**src/rtl/drum_index_seek_controller_top_defines.svh**
```systemverilog
// Assertion helpers included by disc_core; clock is aclk, reset is aresetn.
`ifndef DRUM_INDEX_SEEK_CONTROLLER_TOP_DEFINES_SVH
`define DRUM_INDEX_SEEK_CONTROLLER_TOP_DEFINES_SVH

// Same-cycle implication.
`define DISC_ASSERT_NOW(lbl, ante, cons) \
    lbl: assert property (@(posedge aclk) disable iff (!aresetn) (ante) |-> (cons)) \
        else $error("disc assertion failed");

// Next-cycle implication.
`define DISC_ASSERT_NEXT(lbl, ante, cons) \
    lbl: assert property (@(posedge aclk) disable iff (!aresetn) (ante) |=> (cons)) \
        else $error("disc assertion failed");

`endif

```
**src/rtl/disc_pkg.sv**
```systemverilog
`default_nettype none
package disc_pkg;

    localparam int DEF_MAX_PASSED = 32;
    localparam int DEF_FIELD_BITS = 19;

    localparam int CFG_IDX_W  = 3;
    localparam int CFG_DATA_W = 18;

    typedef enum logic [CFG_IDX_W-1:0] {
        CFG_DRIVE_REVERSE = 3'd0,
        CFG_TRAVEL_SPEED  = 3'd1,
        CFG_POLL_PERIOD   = 3'd2,
        CFG_HOP_TIMEOUT   = 3'd3,
        CFG_BRAKE_TIME    = 3'd4,
        CFG_TRIP_THRESH   = 3'd5,
        CFG_TRIP_HYST     = 3'd6
    } cfg_idx_t;

    typedef enum logic [1:0] {
        KIND_POLL    = 2'd0,
        KIND_HOME    = 2'd1,
        KIND_ADVANCE = 2'd2,
        KIND_QUERY   = 2'd3
    } kind_t;

    typedef enum logic [2:0] {
        ST_IDLE     = 3'd0,
        ST_BUSY     = 3'd1,
        ST_DONE     = 3'd2,
        ST_HOME     = 3'd3,
        ST_NOTFOUND = 3'd4,
        ST_TIMEOUT  = 3'd5,
        ST_SENSOR   = 3'd6,
        ST_REJECT   = 3'd7
    } status_t;

    typedef enum logic [1:0] {
        MODE_COAST = 2'd0,
        MODE_DRIVE = 2'd1,
        MODE_BRAKE = 2'd2
    } mode_t;

    typedef enum logic [1:0] {
        CHIME_NONE    = 2'd0,
        CHIME_HOME    = 2'd1,
        CHIME_ADVANCE = 2'd2
    } chime_t;

    localparam logic [6:0]  SPEED_MIN   = 7'd1;
    localparam logic [6:0]  SPEED_MAX   = 7'd100;
    localparam logic [6:0]  SPEED_RST   = 7'd60;
    localparam logic [9:0]  MS10_MIN    = 10'd1;
    localparam logic [9:0]  MS10_MAX    = 10'd1000;
    localparam logic [9:0]  POLL_RST    = 10'd10;
    localparam logic [9:0]  BRAKE_RST   = 10'd150;
    localparam logic [15:0] HOP_MIN     = 16'd1;
    localparam logic [15:0] HOP_MAX     = 16'd60000;
    localparam logic [15:0] HOP_RST     = 16'd5000;

    typedef struct packed {
        logic        drive_reverse;
        logic [6:0]  drive_duty_pct;
        logic [9:0]  poll_period_ms;
        logic [15:0] hop_timeout_ms;
        logic [9:0]  brake_time_ms;
        logic [17:0] trip_threshold_ut;
        logic [17:0] trip_hysteresis_ut;
    } cfg_t;

endpackage
`default_nettype wire

```
**src/rtl/disc_cfg.sv**
```systemverilog
`default_nettype none
module disc_cfg
    import disc_pkg::*;
(
    input  wire logic                  aclk,
    input  wire logic                  aresetn,
    input  wire logic                  cfg_valid,
    output logic                       cfg_ready,
    input  wire logic [CFG_IDX_W-1:0]  cfg_index,
    input  wire logic [CFG_DATA_W-1:0] cfg_data,
    output cfg_t                       cfg
);

    cfg_t cfg_reg;

    logic [6:0]  speed_raw;
    logic [9:0]  ms10_raw;
    logic [15:0] hop_raw;
    logic [6:0]  speed_sat;
    logic [9:0]  ms10_sat;
    logic [15:0] hop_sat;

    assign cfg_ready = 1'b1;
    assign cfg       = cfg_reg;

    always_comb begin
        speed_raw = cfg_data[6:0];
        ms10_raw  = cfg_data[9:0];
        hop_raw   = cfg_data[15:0];
        speed_sat = (speed_raw < SPEED_MIN) ? SPEED_MIN :
                    (speed_raw > SPEED_MAX) ? SPEED_MAX : speed_raw;
        ms10_sat  = (ms10_raw < MS10_MIN) ? MS10_MIN :
                    (ms10_raw > MS10_MAX) ? MS10_MAX : ms10_raw;
        hop_sat   = (hop_raw < HOP_MIN) ? HOP_MIN :
                    (hop_raw > HOP_MAX) ? HOP_MAX : hop_raw;
    end

    always_ff @(posedge aclk) begin
        if (!aresetn) begin
            cfg_reg.drive_reverse      <= 1'b0;
            cfg_reg.drive_duty_pct     <= SPEED_RST;
            cfg_reg.poll_period_ms     <= POLL_RST;
            cfg_reg.hop_timeout_ms     <= HOP_RST;
            cfg_reg.brake_time_ms      <= BRAKE_RST;
            cfg_reg.trip_threshold_ut  <= '0;
            cfg_reg.trip_hysteresis_ut <= '0;
        end else if (cfg_valid && cfg_ready) begin
            case (cfg_idx_t'(cfg_index))
                CFG_DRIVE_REVERSE: cfg_reg.drive_reverse      <= cfg_data[0];
                CFG_TRAVEL_SPEED:  cfg_reg.drive_duty_pct     <= speed_sat;
                CFG_POLL_PERIOD:   cfg_reg.poll_period_ms     <= ms10_sat;
                CFG_HOP_TIMEOUT:   cfg_reg.hop_timeout_ms     <= hop_sat;
                CFG_BRAKE_TIME:    cfg_reg.brake_time_ms      <= ms10_sat;
                CFG_TRIP_THRESH:   cfg_reg.trip_threshold_ut  <= cfg_data[17:0];
                CFG_TRIP_HYST:     cfg_reg.trip_hysteresis_ut <= cfg_data[17:0];
                default: ;
            endcase
        end
    end

endmodule
`default_nettype wire

```
**src/rtl/disc_core.sv**
```systemverilog
`default_nettype none
module disc_core
    import disc_pkg::*;
#(
    parameter int MAX_PASSED = DEF_MAX_PASSED,
    parameter int FIELD_BITS = DEF_FIELD_BITS
) (
    input  wire logic                         aclk,
    input  wire logic                         aresetn,
    input  wire cfg_t                         cfg,
    input  wire logic                         in_valid,
    output logic                              in_ready,
    input  wire logic [1:0]                   in_kind,
    input  wire logic                         in_present,
    input  wire logic signed [FIELD_BITS-1:0] in_field,
    input  wire logic                         in_err,
    output logic                              out_valid,
    input  wire logic                         out_ready,
    output logic [1:0]                        out_mode,
    output logic [6:0]                        out_speed,
    output logic                              out_reverse,
    output logic [2:0]                        out_status,
    output logic signed [FIELD_BITS-1:0]      out_rest,
    output logic [5:0]                        out_passed,
    output logic [21:0]                       out_elapsed,
    output logic                              out_at_home,
    output logic [1:0]                        out_chime
);

`include "drum_index_seek_controller_top_defines.svh"

    localparam int CMPW = (FIELD_BITS + 1 > 19) ? FIELD_BITS + 1 : 19;

    typedef enum logic [1:0] {
        PH_IDLE  = 2'd0,
        PH_CLEAR = 2'd1,
        PH_HUNT  = 2'd2,
        PH_BRAKE = 2'd3
    } phase_t;

    // input stage
    logic                          in_valid_reg;
    kind_t                         kind_reg;
    logic                          present_reg;
    logic signed [FIELD_BITS-1:0]  field_reg;
    logic                          err_reg;

    // seek state
    phase_t      phase_reg, phase_next;
    logic        home_reg, home_next;
    logic [5:0]  passed_reg, passed_next;
    logic [15:0] hop_reg, hop_next;
    logic [21:0] move_reg, move_next;
    logic [9:0]  brake_reg, brake_next;
    status_t     pend_reg, pend_next;

    // result stage
    logic                          out_valid_reg;
    mode_t                         mode_reg, mode_next;
    logic [6:0]                    speed_reg, speed_next;
    logic                          reverse_reg, reverse_next;
    status_t                       status_reg, status_next;
    logic signed [FIELD_BITS-1:0]  rest_reg, rest_next;
    logic                          at_home_reg, at_home_next;
    chime_t                        chime_reg, chime_next;

    logic              advance;
    logic              neg;
    logic [CMPW-1:0]   field_ext;
    logic [CMPW-1:0]   mag;
    logic [17:0]       trip_diff;
    logic              near;
    logic [22:0]       move_sum;
    logic [16:0]       hop_sum;
    logic [21:0]       move_sat;
    logic [15:0]       hop_sat;
    logic [5:0]        passed_inc;
    logic              stopped;

    assign advance  = in_valid_reg && (!out_valid_reg || out_ready);
    assign in_ready = !in_valid_reg || advance;

    always_ff @(posedge aclk) begin
        if (!aresetn) begin
            in_valid_reg <= 1'b0;
        end else if (in_ready) begin
            in_valid_reg <= in_valid;
        end
    end

    always_ff @(posedge aclk) begin
        if (in_valid && in_ready) begin
            kind_reg    <= kind_t'(in_kind);
            present_reg <= in_present;
            field_reg   <= in_field;
            err_reg     <= in_err;
        end
    end

    always_comb begin
        neg       = field_reg[FIELD_BITS-1];
        field_ext = {{(CMPW - FIELD_BITS){neg}}, field_reg};
        mag       = neg ? (~field_ext + CMPW'(1)) : field_ext;
        trip_diff = cfg.trip_threshold_ut - cfg.trip_hysteresis_ut;
        // hysteresis above threshold leaves a negative bound: always near
        near      = (cfg.trip_hysteresis_ut > cfg.trip_threshold_ut) ||
                    (mag > CMPW'(trip_diff));
        move_sum  = {1'b0, move_reg} + 23'(cfg.poll_period_ms);
        hop_sum   = {1'b0, hop_reg} + 17'(cfg.poll_period_ms);
        move_sat  = move_sum[22] ? '1 : move_sum[21:0];
        hop_sat   = hop_sum[16] ? '1 : hop_sum[15:0];
        passed_inc = passed_reg + 6'd1;
    end

    always_comb begin
        phase_next  = phase_reg;
        home_next   = home_reg;
        passed_next = passed_reg;
        hop_next    = hop_reg;
        move_next   = move_reg;
        brake_next  = brake_reg;
        pend_next   = pend_reg;
        status_next = ST_IDLE;
        rest_next   = '0;
        chime_next  = CHIME_NONE;
        stopped     = 1'b0;

        case (kind_reg)
            KIND_QUERY: begin
                status_next = (phase_reg == PH_IDLE) ? ST_IDLE : ST_BUSY;
            end
            KIND_HOME, KIND_ADVANCE: begin
                if (phase_reg != PH_IDLE) begin
                    status_next = ST_REJECT;
                end else begin
                    home_next   = (kind_reg == KIND_HOME);
                    passed_next = '0;
                    move_next   = '0;
                    hop_next    = '0;
                    if (err_reg) begin
                        status_next = ST_SENSOR;
                    end else if (kind_reg == KIND_HOME && present_reg && neg) begin
                        status_next = ST_HOME;
                        rest_next   = field_reg;
                        chime_next  = CHIME_HOME;
                    end else begin
                        phase_next  = (present_reg || near) ? PH_CLEAR : PH_HUNT;
                        status_next = ST_BUSY;
                    end
                end
            end
            default: begin
                case (phase_reg)
                    PH_IDLE: begin
                        status_next = ST_IDLE;
                    end
                    PH_BRAKE: begin
                        if (brake_reg > cfg.poll_period_ms) begin
                            brake_next  = brake_reg - cfg.poll_period_ms;
                            status_next = ST_BUSY;
                        end else begin
                            brake_next  = '0;
                            phase_next  = PH_IDLE;
                            status_next = pend_reg;
                            if (pend_reg == ST_DONE) begin
                                if (err_reg) begin
                                    status_next = ST_SENSOR;
                                end else begin
                                    rest_next  = field_reg;
                                    chime_next = home_reg ? CHIME_HOME : CHIME_ADVANCE;
                                end
                            end
                        end
                    end
                    default: begin
                        move_next   = move_sat;
                        hop_next    = hop_sat;
                        status_next = ST_BUSY;
                        if (err_reg) begin
                            phase_next  = PH_IDLE;
                            status_next = ST_SENSOR;
                        end else begin
                            if (phase_reg == PH_CLEAR) begin
                                if (!present_reg && !near) begin
                                    phase_next = PH_HUNT;
                                    hop_next   = '0;
                                end
                            end else if (present_reg) begin
                                if (!home_reg || neg) begin
                                    phase_next = PH_BRAKE;
                                    brake_next = cfg.brake_time_ms;
                                    pend_next  = ST_DONE;
                                    stopped    = 1'b1;
                                end else begin
                                    passed_next = passed_inc;
                                    if (passed_inc >= 6'(MAX_PASSED)) begin
                                        phase_next = PH_BRAKE;
                                        brake_next = cfg.brake_time_ms;
                                        pend_next  = ST_NOTFOUND;
                                        stopped    = 1'b1;
                                    end else begin
                                        phase_next = PH_CLEAR;
                                        hop_next   = '0;
                                    end
                                end
                            end
                            if (!stopped && hop_next >= cfg.hop_timeout_ms) begin
                                phase_next = PH_BRAKE;
                                brake_next = cfg.brake_time_ms;
                                pend_next  = ST_TIMEOUT;
                            end
                        end
                    end
                endcase
            end
        endcase

        case (phase_next)
            PH_CLEAR, PH_HUNT: mode_next = MODE_DRIVE;
            PH_BRAKE:          mode_next = MODE_BRAKE;
            default:           mode_next = MODE_COAST;
        endcase
        speed_next   = (mode_next == MODE_DRIVE) ? cfg.drive_duty_pct : 7'd0;
        reverse_next = (mode_next != MODE_COAST) ? cfg.drive_reverse : 1'b0;
        at_home_next = !err_reg && present_reg && neg;
    end

    always_ff @(posedge aclk) begin
        if (!aresetn) begin
            phase_reg     <= PH_IDLE;
            home_reg      <= 1'b0;
            passed_reg    <= '0;
            hop_reg       <= '0;
            move_reg      <= '0;
            brake_reg     <= '0;
            pend_reg      <= ST_IDLE;
            out_valid_reg <= 1'b0;
        end else begin
            if (advance) begin
                phase_reg     <= phase_next;
                home_reg      <= home_next;
                passed_reg    <= passed_next;
                hop_reg       <= hop_next;
                move_reg      <= move_next;
                brake_reg     <= brake_next;
                pend_reg      <= pend_next;
                out_valid_reg <= 1'b1;
                mode_reg      <= mode_next;
                speed_reg     <= speed_next;
                reverse_reg   <= reverse_next;
                status_reg    <= status_next;
                rest_reg      <= rest_next;
                at_home_reg   <= at_home_next;
                chime_reg     <= chime_next;
            end else if (out_ready) begin
                out_valid_reg <= 1'b0;
            end
        end
    end

    assign out_valid   = out_valid_reg;
    assign out_mode    = mode_reg;
    assign out_speed   = speed_reg;
    assign out_reverse = reverse_reg;
    assign out_status  = status_reg;
    assign out_rest    = rest_reg;
    assign out_passed  = passed_reg;
    assign out_elapsed = move_reg;
    assign out_at_home = at_home_reg;
    assign out_chime   = chime_reg;

    `DISC_ASSERT_NOW(a_passed_bound, 1'b1, passed_reg <= 6'(MAX_PASSED))
    `DISC_ASSERT_NOW(a_chime_on_success,
        out_valid_reg && (status_reg == ST_DONE || status_reg == ST_HOME),
        chime_reg != CHIME_NONE)
    `DISC_ASSERT_NOW(a_drive_speed,
        out_valid_reg && mode_reg == MODE_DRIVE, speed_reg != 7'd0)
    `DISC_ASSERT_NEXT(a_item_held,
        in_valid_reg && out_valid_reg && !out_ready, in_valid_reg)

endmodule
`default_nettype wire

```
**src/rtl/drum_index_seek_controller_top.sv**
```systemverilog
`default_nettype none
// Channel   Direction  Handshake              Payload
// s_        in         s_tvalid / s_tready    s_tuser kind, s_tdata reading
// m_        out        m_tvalid / m_tready    m_tuser status, m_tdata motor and report
// cfg_      in         cfg_valid / cfg_ready  cfg_index, cfg_data
//
// One item per cycle sustained while m_ accepts; each item passes through the
// input register and then the result register.
// The seek state updates only when an item moves into the result register.
// A stalled m_ side holds one result and one waiting item, then drops s_tready.
// aresetn is synchronous; config regs return to defaults, no clearing pass.
module drum_index_seek_controller_top
    import disc_pkg::*;
#(
    parameter int MAX_PASSED = DEF_MAX_PASSED,
    parameter int FIELD_BITS = DEF_FIELD_BITS
) (
    input  wire logic                   aclk,
    input  wire logic                   aresetn,
    input  wire logic                   s_tvalid,
    output logic                        s_tready,
    // presence flag, hall field, sensor error
    input  wire logic [((FIELD_BITS + 2 + 7) / 8) * 8 - 1:0] s_tdata,
    // kind
    input  wire logic [1:0]             s_tuser,
    output logic                        m_tvalid,
    input  wire logic                   m_tready,
    // motor_mode, motor_speed_pct, motor_reverse, rest field, passed_count,
    // elapsed_move_ms, at_home, chime_request
    output logic [((FIELD_BITS + 41 + 7) / 8) * 8 - 1:0] m_tdata,
    // status
    output logic [2:0]                  m_tuser,
    input  wire logic                   cfg_valid,
    output logic                        cfg_ready,
    input  wire logic [CFG_IDX_W-1:0]   cfg_index,
    input  wire logic [CFG_DATA_W-1:0]  cfg_data
);

    localparam int M_W = ((FIELD_BITS + 41 + 7) / 8) * 8;

    cfg_t                         cfg;
    logic [1:0]                   mode;
    logic [6:0]                   speed;
    logic                         reverse;
    logic signed [FIELD_BITS-1:0] rest;
    logic [5:0]                   passed;
    logic [21:0]                  elapsed;
    logic                         at_home;
    logic [1:0]                   chime;

    disc_cfg u_cfg (
        .aclk      (aclk),
        .aresetn   (aresetn),
        .cfg_valid (cfg_valid),
        .cfg_ready (cfg_ready),
        .cfg_index (cfg_index),
        .cfg_data  (cfg_data),
        .cfg       (cfg)
    );

    disc_core #(
        .MAX_PASSED (MAX_PASSED),
        .FIELD_BITS (FIELD_BITS)
    ) u_core (
        .aclk        (aclk),
        .aresetn     (aresetn),
        .cfg         (cfg),
        .in_valid    (s_tvalid),
        .in_ready    (s_tready),
        .in_kind     (s_tuser),
        .in_present  (s_tdata[0]),
        .in_field    (s_tdata[FIELD_BITS:1]),
        .in_err      (s_tdata[FIELD_BITS+1]),
        .out_valid   (m_tvalid),
        .out_ready   (m_tready),
        .out_mode    (mode),
        .out_speed   (speed),
        .out_reverse (reverse),
        .out_status  (m_tuser),
        .out_rest    (rest),
        .out_passed  (passed),
        .out_elapsed (elapsed),
        .out_at_home (at_home),
        .out_chime   (chime)
    );

    assign m_tdata = M_W'({chime, at_home, elapsed, passed, rest, reverse, speed, mode});

endmodule
`default_nettype wire
```
**config.mk**
```make
export PLATFORM = sky130hd
export DESIGN_NAME = drum_index_seek_controller_top
export DESIGN_NICKNAME = d
export VERILOG_FILES = /design/src/rtl/disc_pkg.sv /design/src/rtl/disc_cfg.sv /design/src/rtl/disc_core.sv /design/src/rtl/drum_index_seek_controller_top.sv
export VERILOG_INCLUDE_DIRS = /design/src /design/src/rtl
export SDC_FILE = /design/constraint.sdc
export NUM_CORES = 1
export LEC_CHECK = 0
export BUFFER_PORTS_ARGS = -buffer_cell sky130_fd_sc_hd__buf_2
export CAP_MARGIN = 30
export CORE_ASPECT_RATIO = 1.25
export CORE_UTILIZATION = 35
export DETAILED_ROUTE_END_ITERATION = 6
export SLEW_MARGIN = 10
export SYNTH_ARGS = -nofsm -noshare
export SYNTH_HDL_FRONTEND = slang
export SYNTH_SLANG_ARGS = --single-unit
```
**constraint.sdc**
```tcl
create_clock -name aclk -period 8.8 [get_ports aclk]
set_input_delay 0.88 -clock aclk [delete_from_list [all_inputs] [get_ports aclk]]
set_output_delay 0.88 -clock aclk [all_outputs]
set_load 0.01 [all_outputs]
```
=== Word-level counts from Yosys, hierarchy flattened ===
Cells that the tools add are included.

* Add/subtract/negate cells: 6
* Multiply operators: 0
* Div/mod/pow operators: 0
* Order comparisons: 11
* Eq/ne operators: 24
* Shift-type cells: 0
* Multiplexer cells: 95
* Bitwise gates (word level): 7
* Reduce and logical (&&, ||, !) cells: 47

{| class="wikitable"
|+ Operators by type and width
! cell !! number
|-
| 16-bit two-way mux || 14
|-
| 19-bit two-way mux || 7
|-
| 10-bit two-way mux || 9
|-
| 22-bit two-way mux || 3
|-
| 22-bit case mux with 2 select lines || 1
|-
| 2-bit two-way mux || 20
|-
| 19-bit case mux with 2 select lines || 1
|-
| 6-bit two-way mux || 6
|-
| 3-bit two-way mux || 11
|-
| 16-bit case mux with 2 select lines || 1
|-
| 22-bit by 10-bit adder with 23-bit output || 1
|-
| 20-bit by 1-bit adder with 20-bit output (second input constant) || 1
|-
| 20-bit by 18-bit greater-than comparator with 1-bit output || 1
|-
| 20-bit two-way mux || 1
|-
| 20-bit NOT || 1
|-
| 10-bit case mux with 2 select lines || 1
|-
| 18-bit greater-than comparator || 1
|-
| 18-bit subtractor || 1
|-
| 16-bit by 10-bit adder with 17-bit output || 1
|-
| 16-bit greater-or-equal comparator || 1
|-
| 16-bit greater-than comparator (second input constant) || 1
|-
| 16-bit by 1-bit less-than comparator with 1-bit output (second input constant) || 1
|-
| 2-bit case mux with 2 select lines || 4
|-
| 2-bit AND reduction || 8
|-
| 35 further kinds || 93
|}

* Bits in registers: 200
* Bits in latches: 0
* Memory bits (writable): 0
* ROM bits: 0
* Input bits: 52
* Output and inout bits: 70
* Logic and storage cells: 217
* Memories kept: 0

=== Longest topological paths before layout ===
Gate-level depths: netlist of the first run.

* Depth after elaboration: 22
* Gate-level depth with buffers: 32
* Depth with buffers taken out: 30

=== Modules after synthesis ===
Synthesis of the first run repeated with hierarchy kept, for this count alone.

* Cell total of the unflattened synthesis: 1,373
* Area, all modules: 11,974.0 um^2

{| class="wikitable"
|+ Modules (own cells, without submodules)
! module !! instances !! cells an instance !! area an instance (um^2) !! sequential area each (um^2)
|-
| disc_core || 1 || 983 || 8,768.4 || 2,982.9
|-
| disc_cfg || 1 || 383 || 3,156.8 || 1,601.5
|-
| drum_index_seek_controller_top || 1 || 7 || 48.8 || 0.0
|}

=== Least setup slack after synthesis of the first run ===
OpenSTA, ideal clock, no wires.

* Path type: flip-flop to flip-flop
* Start: register u_cfg.cfg_reg (netlist bit u_cfg.cfg[18])
* End: register u_core.speed_reg[0] (netlist: u_core.out_speed[0]) (data pin)
* Library setup time: 0.255 ns
* Data arrival time: 6.013 ns
* Data required time: 8.545 ns
* Slack: 2.533 ns
* Stages on the path, launching flop included: 33
* Path buffers: 2
* Period minus slack after synthesis: 6.267 ns
* Path through: dfxtp_1 -> inv_1 -> ha_1 -> inv_1 -> fa_1 -> a211oi_2 -> o21ai_1 -> a31o_2 -> or4_1 -> nand3_1 -> nand2_1 -> a21oi_1 -> xor2_1 -> ha_1 -> a211o_1 -> a21oi_1 -> o21ai_0 -> o31ai_1 -> a41o_1 -> buf_2 -> clkbuf_1 -> nor2_1 -> ha_1 -> a21oi_1 -> o21ai_0 -> a221o_1 -> a21oi_1 -> o21ai_0 -> a21oi_1 -> o31a_1 -> or2_2 -> ha_1 -> and2_1

* Cells in the longest elaborated chain, start to end: 20
* Elaborated cells on any way between the ends: 30
* Those cells by class: add/sub: 1; order compare: 3; eq/ne: 4; mux: 16; reduce/logical: 6

{| class="wikitable"
|+ RTL lines
! what !! line !! source
|-
| start, declared || disc_cfg.sv:14 || <nowiki>cfg_t cfg_reg;</nowiki>
|-
| 18-bit subtractor || disc_core.sv:104 || <nowiki>trip_diff = cfg.trip_threshold_ut - cfg.trip_hysteresis_ut;</nowiki>
|-
| 20-bit by 18-bit greater-than comparator with 1-bit output || disc_core.sv:107 || <nowiki>(mag > CMPW'(trip_diff));</nowiki>
|-
| 1-bit logical OR (*) || disc_core.sv:106 || <nowiki>near = (cfg.trip_hysteresis_ut > cfg.trip_threshold_ut) ||</nowiki>
|-
| 1-bit zero test || disc_core.sv:184 || <nowiki>if (!present_reg && !near) begin</nowiki>
|-
| 1-bit logical AND || disc_core.sv:184 ||
|-
| 16-bit two-way mux || disc_core.sv:184 ||
|-
| 16-bit two-way mux || disc_core.sv:183 || <nowiki>if (phase_reg == PH_CLEAR) begin</nowiki>
|-
| 16-bit two-way mux || disc_core.sv:179 || <nowiki>if (err_reg) begin</nowiki>
|-
| [... 5 more ...] || n/a ||
|-
| 2-bit two-way mux || disc_core.sv:179 ||
|-
| 2-bit case mux with 2 select lines || disc_core.sv:153 || <nowiki>case (phase_reg)</nowiki>
|-
| 2-bit case mux with 2 select lines (*) || disc_core.sv:128 || <nowiki>case (kind_reg)</nowiki>
|-
| 2-bit by 1-bit == test with 1-bit output or 2-bit == test (tied branches) || disc_core.sv:218 || <nowiki>case (phase_next)</nowiki>
|-
| 2-bit OR reduction || disc_core.sv:218 ||
|-
| 2-bit case mux with 2 select lines (*) || disc_core.sv:218 ||
|-
| net u_core.mode_next[0] || disc_core.sv:59 || <nowiki>mode_t mode_reg, mode_next;</nowiki>
|-
| 2-bit by 1-bit == test with 1-bit output (*) || disc_core.sv:223 || <nowiki>speed_next = (mode_next == MODE_DRIVE) ? cfg.drive_duty_pct : 7'd0;</nowiki>
|-
| end signal, assigned || disc_core.sv:249 || <nowiki>speed_reg <= speed_next;</nowiki>
|-
| end, declared || disc_core.sv:60 || <nowiki>logic [6:0] speed_reg, speed_next;</nowiki>
|}

The timed path passes the listed nets; every way through them passes the cells marked *. The select of a mux whose other input is x is not followed.
A chain may end at the register's enable or synchronous reset.

=== Final worst setup path of the first run ===
* Start: register u_cfg.cfg_reg (netlist bit u_cfg.cfg[0])
* End: register u_core.speed_reg[3] (netlist: u_core.out_speed[3]) (data pin)

The elaborated chain is that of the path after synthesis.

==> metrics.txt, run 1 <==
# TYPE chip_impl_metric gauge
chip_impl_metric{name="seq_area_frac_synth",unit=""} 0.3856
chip_impl_metric{name="initial_core_util",unit=""} 0.3548
chip_impl_metric{name="swShare",unit=""} 0.2775
chip_impl_metric{name="period_minus_slack",unit="ns"} 7.242
chip_impl_metric{name="peak_supply_drop",unit="V"} 0.00008227
chip_impl_metric{name="die-height",unit="um"} 208.1
chip_impl_metric{name="overflow",unit=""} 0
chip_impl_metric{name="cts_setup_buffers",unit=""} 0
chip_impl_metric{name="remaining_drc_errors",unit=""} 0
chip_impl_metric{name="placement_rows",unit=""} 75
chip_impl_metric{name="numPortBuffers",unit=""} 113
chip_impl_metric{name="postRouteWirelength",unit="mm"} 30.63
chip_impl_metric{name="critPathArrivalTime",unit="ns"} 7.45
chip_impl_metric{name="post_cts_resize_count",unit=""} 0
chip_impl_metric{name="seqPwrFrac",unit=""} 0.480
chip_impl_metric{name="route.detailed.wl_per_inst",unit="um"} 15.99
chip_impl_metric{name="final-setup-viol-count",unit=""} 0
chip_impl_metric{name="cts_made_buffers",unit=""} 17
chip_impl_metric{name="critPathMaxFanout",unit=""} 13
chip_impl_metric{name="post_cts_hold_buffer_count",unit=""} 0
chip_impl_info{name="synth.area.top_cells",value="dfxtp_1 (24%), edfxtp_1 (15%), ha_1 (9.8%)"} 1
chip_impl_info{name="ys.flop_type",value="dfxtp_1"} 1
chip_impl_metric{name="yosys_register_bits",unit=""} 200
chip_impl_metric{name="dpl.hpwl",unit="mm"} 22.83
chip_impl_metric{name="die_area",unit="mm2"} 0.03471
chip_impl_metric{name="detail-route-antenna-nets",unit=""} 0
chip_impl_metric{name="intPower",unit="uW"} 1490
chip_impl_info{name="worstHoldPathType",value="flop to flop"} 1
chip_impl_metric{name="syn-cell-area",unit="mm2"} 0.01189
chip_impl_metric{name="post-route-util",unit=""} 0.4004
chip_impl_metric{name="p_total",unit="uW"} 2062
chip_impl_metric{name="comb_power_share",unit=""} 0.140
chip_impl_metric{name="clkPwrFrac",unit=""} 0.380
chip_impl_info{name="tritoncts_clock_tree",value="done"} 1
chip_impl_metric{name="syn_to_final_growth",unit="%"} 12.84
chip_impl_metric{name="maximum_number_of_pins_on_one_net_before_global_route_repair",unit=""} 97
chip_impl_metric{name="timing.critical_path.required",unit="ns"} 9.01
chip_impl_metric{name="fillCellCount",unit=""} 3366
chip_impl_metric{name="max_ffs_per_register",unit=""} 80
chip_impl_metric{name="timing.critical_path.slowest_cell_delay",unit="ns"} 0.65
chip_impl_metric{name="power_density",unit="mW/mm2"} 153.7
chip_impl_metric{name="antenna_found_initial",unit=""} 6
chip_impl_metric{name="worst_skew_pair.late_latency",unit="ns"} 0.45
chip_impl_metric{name="max_cap_violations",unit=""} 0
chip_impl_metric{name="r2r_slack",unit="ns"} 1.56
chip_impl_metric{name="drt-pass1-iter-count",unit=""} 5
chip_impl_metric{name="post-route-period-util",unit=""} 0.8229
chip_impl_metric{name="cts.reportedPaths.clkPinSlew",unit="ns"} 0.08
chip_impl_metric{name="design.portCount",unit=""} 122
chip_impl_metric{name="die_w",unit="um"} 166.8
chip_impl_metric{name="cts.sink_count",unit=""} 200
chip_impl_metric{name="htree_num_levels",unit=""} 4
chip_impl_info{name="layout_common_cells",value="nand2_1 (208), dfxtp_1 (142), buf_2 (114)"} 1
chip_impl_metric{name="final-hold-violation-count",unit=""} 0
chip_impl_info{name="most_area_hungry_cell_type_in_the_yosys_netlist",value="dfxtp_1"} 1
chip_impl_metric{name="core_area",unit="mm2"} 0.03350
chip_impl_info{name="unrepaired_setup_endpoints_after_global_routing",value="no"} 1
chip_impl_metric{name="synth-edff-count",unit=""} 58
chip_impl_metric{name="worst_slew_margin_rel",unit=""} 0.3425
chip_impl_metric{name="yosysTopAreaCellShare",unit=""} 0.2391
chip_impl_metric{name="layout-drive-gt1-share",unit=""} 0.1156
chip_impl_metric{name="final_nets",unit=""} 1624
chip_impl_metric{name="synthDistinctLibCells",unit=""} 76
chip_impl_metric{name="final-max-slew-violation-count",unit=""} 0
chip_impl_metric{name="synth.avg_cell_area",unit="um2"} 8.571
chip_impl_metric{name="post_synth_inst_count",unit=""} 1387
chip_impl_metric{name="static-leakage-power",unit="uW"} 0.005413
chip_impl_metric{name="pre_cts_ws",unit="ns"} 1.599
chip_impl_metric{name="detailroute.via_count",unit=""} 10030
chip_impl_info{name="cts_root_buf",value="clkbuf_16"} 1
chip_impl_metric{name="grt_pass1_vias",unit=""} 9656
chip_impl_metric{name="worst-slew-pin-transition",unit="ns"} 0.9788
chip_impl_info{name="path_class",value="flop to flop"} 1
chip_impl_info{name="final_common_cell",value="nand2_1"} 1
chip_impl_metric{name="grt_pass1_wl",unit="mm"} 50.13
chip_impl_metric{name="buffer_levels_on_the_longest_clock_path",unit=""} 2
chip_impl_metric{name="final_setup_tns",unit="ns"} 0
chip_impl_metric{name="drt-vias-per-instance",unit=""} 5.236
chip_impl_metric{name="setup_ws",unit="ns"} 1.558
chip_impl_metric{name="synth-warning-count",unit=""} 0
chip_impl_info{name="outcome",value="complete, no violations"} 1
chip_impl_metric{name="gr-usage-all-layers",unit=""} 0.1798
chip_impl_metric{name="dr.first_iter.drc_count",unit=""} 599
chip_impl_metric{name="holdWs",unit="ns"} 0.4649
chip_impl_info{name="critical_path.endpoint_type",value="flop"} 1
chip_impl_metric{name="place.gp.congestion",unit=""} 0.8416
chip_impl_metric{name="p_sw",unit="uW"} 572.1
chip_impl_metric{name="fmax",unit="MHz"} 138.1
chip_impl_metric{name="ys_async_sr_fraction",unit=""} 0
chip_impl_info{name="start_kind",value="flop"} 1
chip_impl_info{name="crit_path_top_delay_cell",value="a41o_1"} 1
chip_impl_metric{name="finClkSkew",unit="ns"} 0.01412
[cells by family (layout without fill, tap and decap cells)]
| group | after synthesis | in the layout | share of synthesized area |
|---|---|---|---|
| and+or+nand+nor | 510 | 510 | 0.2043 |
| muxes | 4 | 4 | 0.003368 |
| AOI/OAI and AO/OA | 377 | 377 | 0.2132 |
| other | 2 | 9 | 0.0006317 |
| adders and majority gates | 97 | 97 | 0.1046 |
| buffers and inverters | 141 | 239 | 0.04694 |
| DFF | 200 | 200 | 0.3856 |
| xor gates and xnor gates | 56 | 56 | 0.04126 |
[final timing paths]
kind	start	end	cells past startpoint
min	u_cfg.cfg[45]	u_cfg.cfg[45]	2
max reg2reg	u_cfg.cfg[0]	u_core.out_speed[3]	28
max	u_cfg.cfg[0]	u_core.out_speed[3]	28
min reg2reg	u_cfg.cfg[45]	u_cfg.cfg[45]	2
[metal layers]
metal / share of wire / track usage / routed length, um
met5: 0.00078 / 0 / 24
met4: 0.020 / 0.06258 / 616
met3: 0.048 / 0.03500 / 1480
met2: 0.48 / 0.3047 / 14620
met1: 0.45 / 0.2265 / 13880
[power by group through the flow]
stage                     Combinational, uW  Clock [uW]  Sequential [uW]
after detailed placement                289           0             1010
final                                   289         783              990
after floorplan                         208           0             1010
after CTS                               291         802              990
after global placement                  281           0             1010
after global routing                    330         834              993
[cell type report]
class	count	area [um2]	area share
Multi-Input combinational cell	1049	6756	0.5037
Antenna cell	4	10.01	0.0007462
Clock buffer	18	429.2	0.03199
Clock inverter	14	140.1	0.01045
Timing Repair Buffer	124	653.1	0.04869
Inverter	83	311.5	0.02323
Tap cell	423	529.3	0.03946
Sequential cell	200	4584	0.3418
[worst max-delay path, delay by kind of cell (launching register included)]
kind	cells	cell delay (ns)
AOI/OAI and AO/OA	15	3.86
buffers and inverters	1	0.05
xor gates and xnor gates	1	0.09
adders and majority gates	5	1.46
and+or+nand+nor	6	1.17
DFF	1	0.34
[metrics by stage]
| step | instances | cell area [um2] |
|---|---|---|
| 5_1_grt | 1913 | 13410 |
| 6_report | 1915 | 13410 |
| 2_1_floorplan | 1390 | 11900 |
| 3_3_place_gp | 1877 | 12810 |
| 3_5_place_dp | 1879 | 12830 |
| 4_1_cts | 1911 | 13400 |
[synth_stat cells (13+ instances only)]
cell,n
nand4_1,14
o21a_1,22
a21boi_0,66
o21ai_0,89
dfxtp_1,142
a21oi_1,67
clkbuf_1,48
xnor2_1,36
inv_1,82
nor3_1,23
nand3_1,41
ha_1,93
nor2b_1,45
nor2_1,83
nand2_1,208
nand2b_1,20
a21o_1,22
and2_1,18
and3_1,13
xor2_1,20
o211ai_1,16
edfxtp_1,58
Note: power is estimated with default switching activity, not from simulation.
==> run 2, diff against run 1 <==
--- a/config.mk
+++ b/config.mk
@@ -6,6 +6,7 @@
 export SDC_FILE = /design/constraint.sdc
 export NUM_CORES = 1
 export LEC_CHECK = 0
+export ABC_AREA = 1
 export BUFFER_PORTS_ARGS = -buffer_cell sky130_fd_sc_hd__buf_2
 export CAP_MARGIN = 30
 export CORE_ASPECT_RATIO = 1.25
==> constraint.sdc (replaced) <==
create_clock -name aclk -period 6.05 [get_ports aclk]
set_input_delay 0.605 -clock aclk [delete_from_list [all_inputs] [get_ports aclk]]
set_output_delay 0.605 -clock aclk [all_outputs]
set_load 0.01 [all_outputs]
==> run 2 against run 1 <==
Against the previous run: the flow now finishes with violations (design-rule violations); critical path type unchanged; cell count grew 7.0%; highest routed layer unchanged; synthesized cell count up 9.4%; area after synthesis down 1.1%; non-clock buffer count grew 5; global-route usage up 0.16 points; largest cell class unchanged; clock power increased by 42%; sequential power up 46%; clock-buffer cell count increased by 1.
==> metrics.txt, run 2 <==
# TYPE chip_impl_metric gauge
chip_impl_metric{name="insertedDiodeCount",unit=""} 0
chip_impl_info{name="start_kind",value="flop"} 1
chip_impl_metric{name="ys_async_sr_fraction",unit=""} 0
chip_impl_metric{name="seq_area_frac_synth",unit=""} 0.3897
chip_impl_metric{name="post-route-util",unit=""} 0.4067
chip_impl_metric{name="synth-edff-count",unit=""} 58
chip_impl_metric{name="setup_ws",unit="ns"} 0.5133
chip_impl_metric{name="die_w",unit="um"} 166.0
chip_impl_metric{name="detailed_place.area",unit="mm2"} 0.01273
chip_impl_metric{name="synth-warning-count",unit=""} 0
chip_impl_metric{name="period_minus_slack",unit="ns"} 5.537
chip_impl_metric{name="overflow",unit=""} 0
chip_impl_metric{name="cts.sink_count",unit=""} 200
chip_impl_metric{name="fmax",unit="MHz"} 180.6
chip_impl_metric{name="critPathMaxFanout",unit=""} 8
chip_impl_metric{name="postRouteWirelength",unit="mm"} 31.09
chip_impl_metric{name="cts.reportedPaths.clkPinSlew",unit="ns"} 0.07
chip_impl_metric{name="route.detailed.wl_per_inst",unit="um"} 15.17
chip_impl_metric{name="final_setup_tns",unit="ns"} 0
chip_impl_info{name="critical_path.endpoint_type",value="flop"} 1
chip_impl_metric{name="place.gp.congestion",unit=""} 0.9046
chip_impl_metric{name="yosys.area_share.adder",unit=""} 0.1057
chip_impl_info{name="crit_path_top_delay_cell",value="ha_2"} 1
chip_impl_metric{name="synthDistinctLibCells",unit=""} 57
chip_impl_info{name="unrepaired_setup_endpoints_after_global_routing",value="no"} 1
chip_impl_metric{name="detailroute.via_count",unit=""} 10300
chip_impl_metric{name="max_ffs_per_register",unit=""} 80
chip_impl_metric{name="fillCellCount",unit=""} 3396
chip_impl_metric{name="final_nets",unit=""} 1768
chip_impl_metric{name="die-height",unit="um"} 207.0
chip_impl_metric{name="synth_simple_gate_area_frac",unit=""} 0.1929
chip_impl_metric{name="synth.avg_cell_area",unit="um2"} 7.749
chip_impl_metric{name="layout.cell_area.non_filler",unit="mm2"} 0.01337
chip_impl_metric{name="hold-path-cell-count",unit=""} 1
chip_impl_metric{name="final-hold-violation-count",unit=""} 0
chip_impl_metric{name="max_cap_violations",unit=""} 0
chip_impl_metric{name="path_depth",unit=""} 37
chip_impl_metric{name="remaining_drc_errors",unit=""} 14
chip_impl_metric{name="peak_supply_drop",unit="V"} 0.0001864
chip_impl_metric{name="cts_made_buffers",unit=""} 17
chip_impl_metric{name="dpl.hpwl",unit="mm"} 22.95
chip_impl_metric{name="met1_length",unit="mm"} 14.07
chip_impl_metric{name="synth_xor_xnor_area_share",unit=""} 0.04319
chip_impl_metric{name="htree_num_levels",unit=""} 4
chip_impl_info{name="tritoncts_clock_tree",value="done"} 1
chip_impl_info{name="cts_root_buf",value="clkbuf_16"} 1
chip_impl_metric{name="worst-slew-pin-transition",unit="ns"} 0.8291
chip_impl_metric{name="antenna_found_initial",unit=""} 1
chip_impl_metric{name="synthesized_area_fraction_occupied_by_ao_oa_aoi_and_oai_cells",unit=""} 0.1816
chip_impl_info{name="cp_top_family",value="simple AND/OR/NAND/NOR gates"} 1
chip_impl_metric{name="wl_met3",unit="mm"} 1.183
chip_impl_info{name="most_area_hungry_cell_type_in_the_yosys_netlist",value="dfxtp_1"} 1
chip_impl_metric{name="power_density",unit="mW/mm2"} 230.5
chip_impl_metric{name="syn_to_final_growth",unit="%"} 13.65
chip_impl_metric{name="post_synth_mux_area_share",unit=""} 0
chip_impl_metric{name="worst_slew_margin_rel",unit=""} 0.4473
chip_impl_metric{name="worst-r2r-cell-count",unit=""} 37
chip_impl_info{name="synthMostInstantiatedCell",value="nand2_1"} 1
chip_impl_info{name="violations",value="design-rule violations"} 1
chip_impl_info{name="crit_top_cell",value="nand2_1"} 1
chip_impl_metric{name="yosysTopAreaCellShare",unit=""} 0.2417
chip_impl_info{name="path_class",value="flop to flop"} 1
chip_impl_metric{name="worst_skew_pair.late_latency",unit="ns"} 0.45
chip_impl_metric{name="layout-drive-gt1-share",unit=""} 0.1287
chip_impl_metric{name="crit_buf_inv",unit=""} 2
chip_impl_metric{name="static-leakage-power",unit="uW"} 0.005909
chip_impl_metric{name="final-setup-viol-count",unit=""} 0
chip_impl_metric{name="grt_pass1_wl",unit="mm"} 49.55
chip_impl_metric{name="die_area",unit="mm2"} 0.03435
chip_impl_metric{name="yosys_register_bits",unit=""} 200
chip_impl_metric{name="initial_core_util",unit=""} 0.3579
chip_impl_metric{name="final-max-slew-violation-count",unit=""} 0
chip_impl_info{name="outcome",value="finished with violations"} 1
chip_impl_metric{name="met2_length",unit="mm"} 15.19
chip_impl_info{name="main_combinational_cell_family_by_area_after_synthesis",value="simple AND/OR/NAND/NOR gates"} 1
chip_impl_info{name="ys.flop_type",value="dfxtp_1"} 1
chip_impl_metric{name="drt-pass1-iter-count",unit=""} 7
chip_impl_metric{name="gr-usage-all-layers",unit=""} 0.1814
chip_impl_metric{name="critPathArrivalTime",unit="ns"} 5.74
chip_impl_metric{name="dr.first_iter.drc_count",unit=""} 605
chip_impl_metric{name="placement_rows",unit=""} 74
chip_impl_metric{name="drt-vias-per-instance",unit=""} 5.024
chip_impl_metric{name="post_synth_inst_count",unit=""} 1518
chip_impl_metric{name="syn-cell-area",unit="mm2"} 0.01176
chip_impl_metric{name="buffer_levels_on_the_longest_clock_path",unit=""} 2
chip_impl_metric{name="post_cts_hold_buffer_count",unit=""} 0
chip_impl_info{name="worstHoldPathType",value="input port to flop"} 1
chip_impl_metric{name="timing.critical_path.slowest_cell_delay",unit="ns"} 0.37
chip_impl_metric{name="numPortBuffers",unit=""} 113
chip_impl_metric{name="grt_pass1_vias",unit=""} 9831
chip_impl_metric{name="seqCellArea",unit="mm2"} 0.004584
chip_impl_metric{name="pre_cts_ws",unit="ns"} 0.1745
chip_impl_info{name="ys_top_cells_by_count",value="nand2_1 (238), a21oi_1 (204), inv_1 (196)"} 1
chip_impl_metric{name="core_area",unit="mm2"} 0.03287
chip_impl_info{name="synth.area.top_cells",value="dfxtp_1 (24%), edfxtp_1 (15%), ha_1 (9.9%)"} 1
chip_impl_info{name="top_signal_layer_used",value="met5"} 1
chip_impl_metric{name="area_of_combinational_cells_with_multiple_inputs",unit="mm2"} 0.006216
chip_impl_metric{name="detail-route-antenna-nets",unit=""} 0
chip_impl_info{name="layout_common_cells",value="nand2_1 (237), a21oi_1 (204), inv_1 (194)"} 1
chip_impl_metric{name="maximum_number_of_pins_on_one_net_before_global_route_repair",unit=""} 76
chip_impl_metric{name="finClkSkew",unit="ns"} 0.01646
chip_impl_metric{name="design.portCount",unit=""} 122
chip_impl_metric{name="timing.critical_path.required",unit="ns"} 6.25
chip_impl_info{name="final_common_cell",value="nand2_1"} 1
chip_impl_metric{name="post-route-period-util",unit=""} 0.9152
[run 2: timing repair]
item                       in CTS  in global routing
setup buffers                   0                  2
setup endpoints to repair       0                 18
gates resized for setup         0                  9
[run 2: cell type report]
cell class	count	area share
Clock buffer	19	0.03313
Sequential cell	200	0.3429
Inverter	200	0.05644
Timing Repair inverter	1	0.0005616
Timing Repair Buffer	129	0.05429
Multi-Input combinational cell	1070	0.4650
Tap cell	418	0.03912
Clock inverter	13	0.008517
[run 2: path summary, 6_finish.rpt]
| kind | endpoint | slack [ns] | from |
|---|---|---|---|
| hold reg to reg | u_cfg.cfg[14] | 0.47 | u_cfg.cfg[14] |
| hold / removal | u_core.field_reg[5] | 0.33 | s_tdata[6] |
| setup reg to reg | u_core.out_speed[6] | 0.51 | u_cfg.cfg[2] |
| setup / recovery | u_core.out_speed[6] | 0.51 | u_cfg.cfg[2] |
[run 2: per-stage QoR]
| stage | power, uW | hold WS (ns) | cells |
|---|---|---|---|
| finish | 3082 | 0.3346 | 2050 |
| global route | 3224 | 0.3194 | 2050 |
| CTS | 3104 | 0.3182 | 2044 |
| detailed placement | 1992 | 0.4530 | 2012 |
| global placement | 1981 | 0.4448 | 2010 |
| floorplan | 1840 | 0.4331 | 1521 |
[run 2: routing by layer]
layer  up-vias  GRT usage
li1       5288          -
met1      4755     0.2196
met2       215     0.3288
met3        39    0.02898
met4         2    0.05774
met5         -          0
[run 2: cells by family (layout without fill, tap and decap cells)]
kind of cell             after synthesis  in the layout
other                                  2              5
AND/OR/NAND/NOR                      510            511
AO/OA/AOI/OAI                        399            399
XOR/XNOR                              58             58
buffers and inverters                252            362
flip-flops                           200            200
adder cells (fa/ha/maj)               97             97
[run 2: where the power goes]
| part | internal [uW] | switching (uW) | total, uW |
|---|---|---|---|
| clock | 552 | 560 | 1110 |
| sequential | 1420 | 28.2 | 1450 |
| combinational | 192 | 329 | 520 |
| total | 2170 | 916 | 3080 |
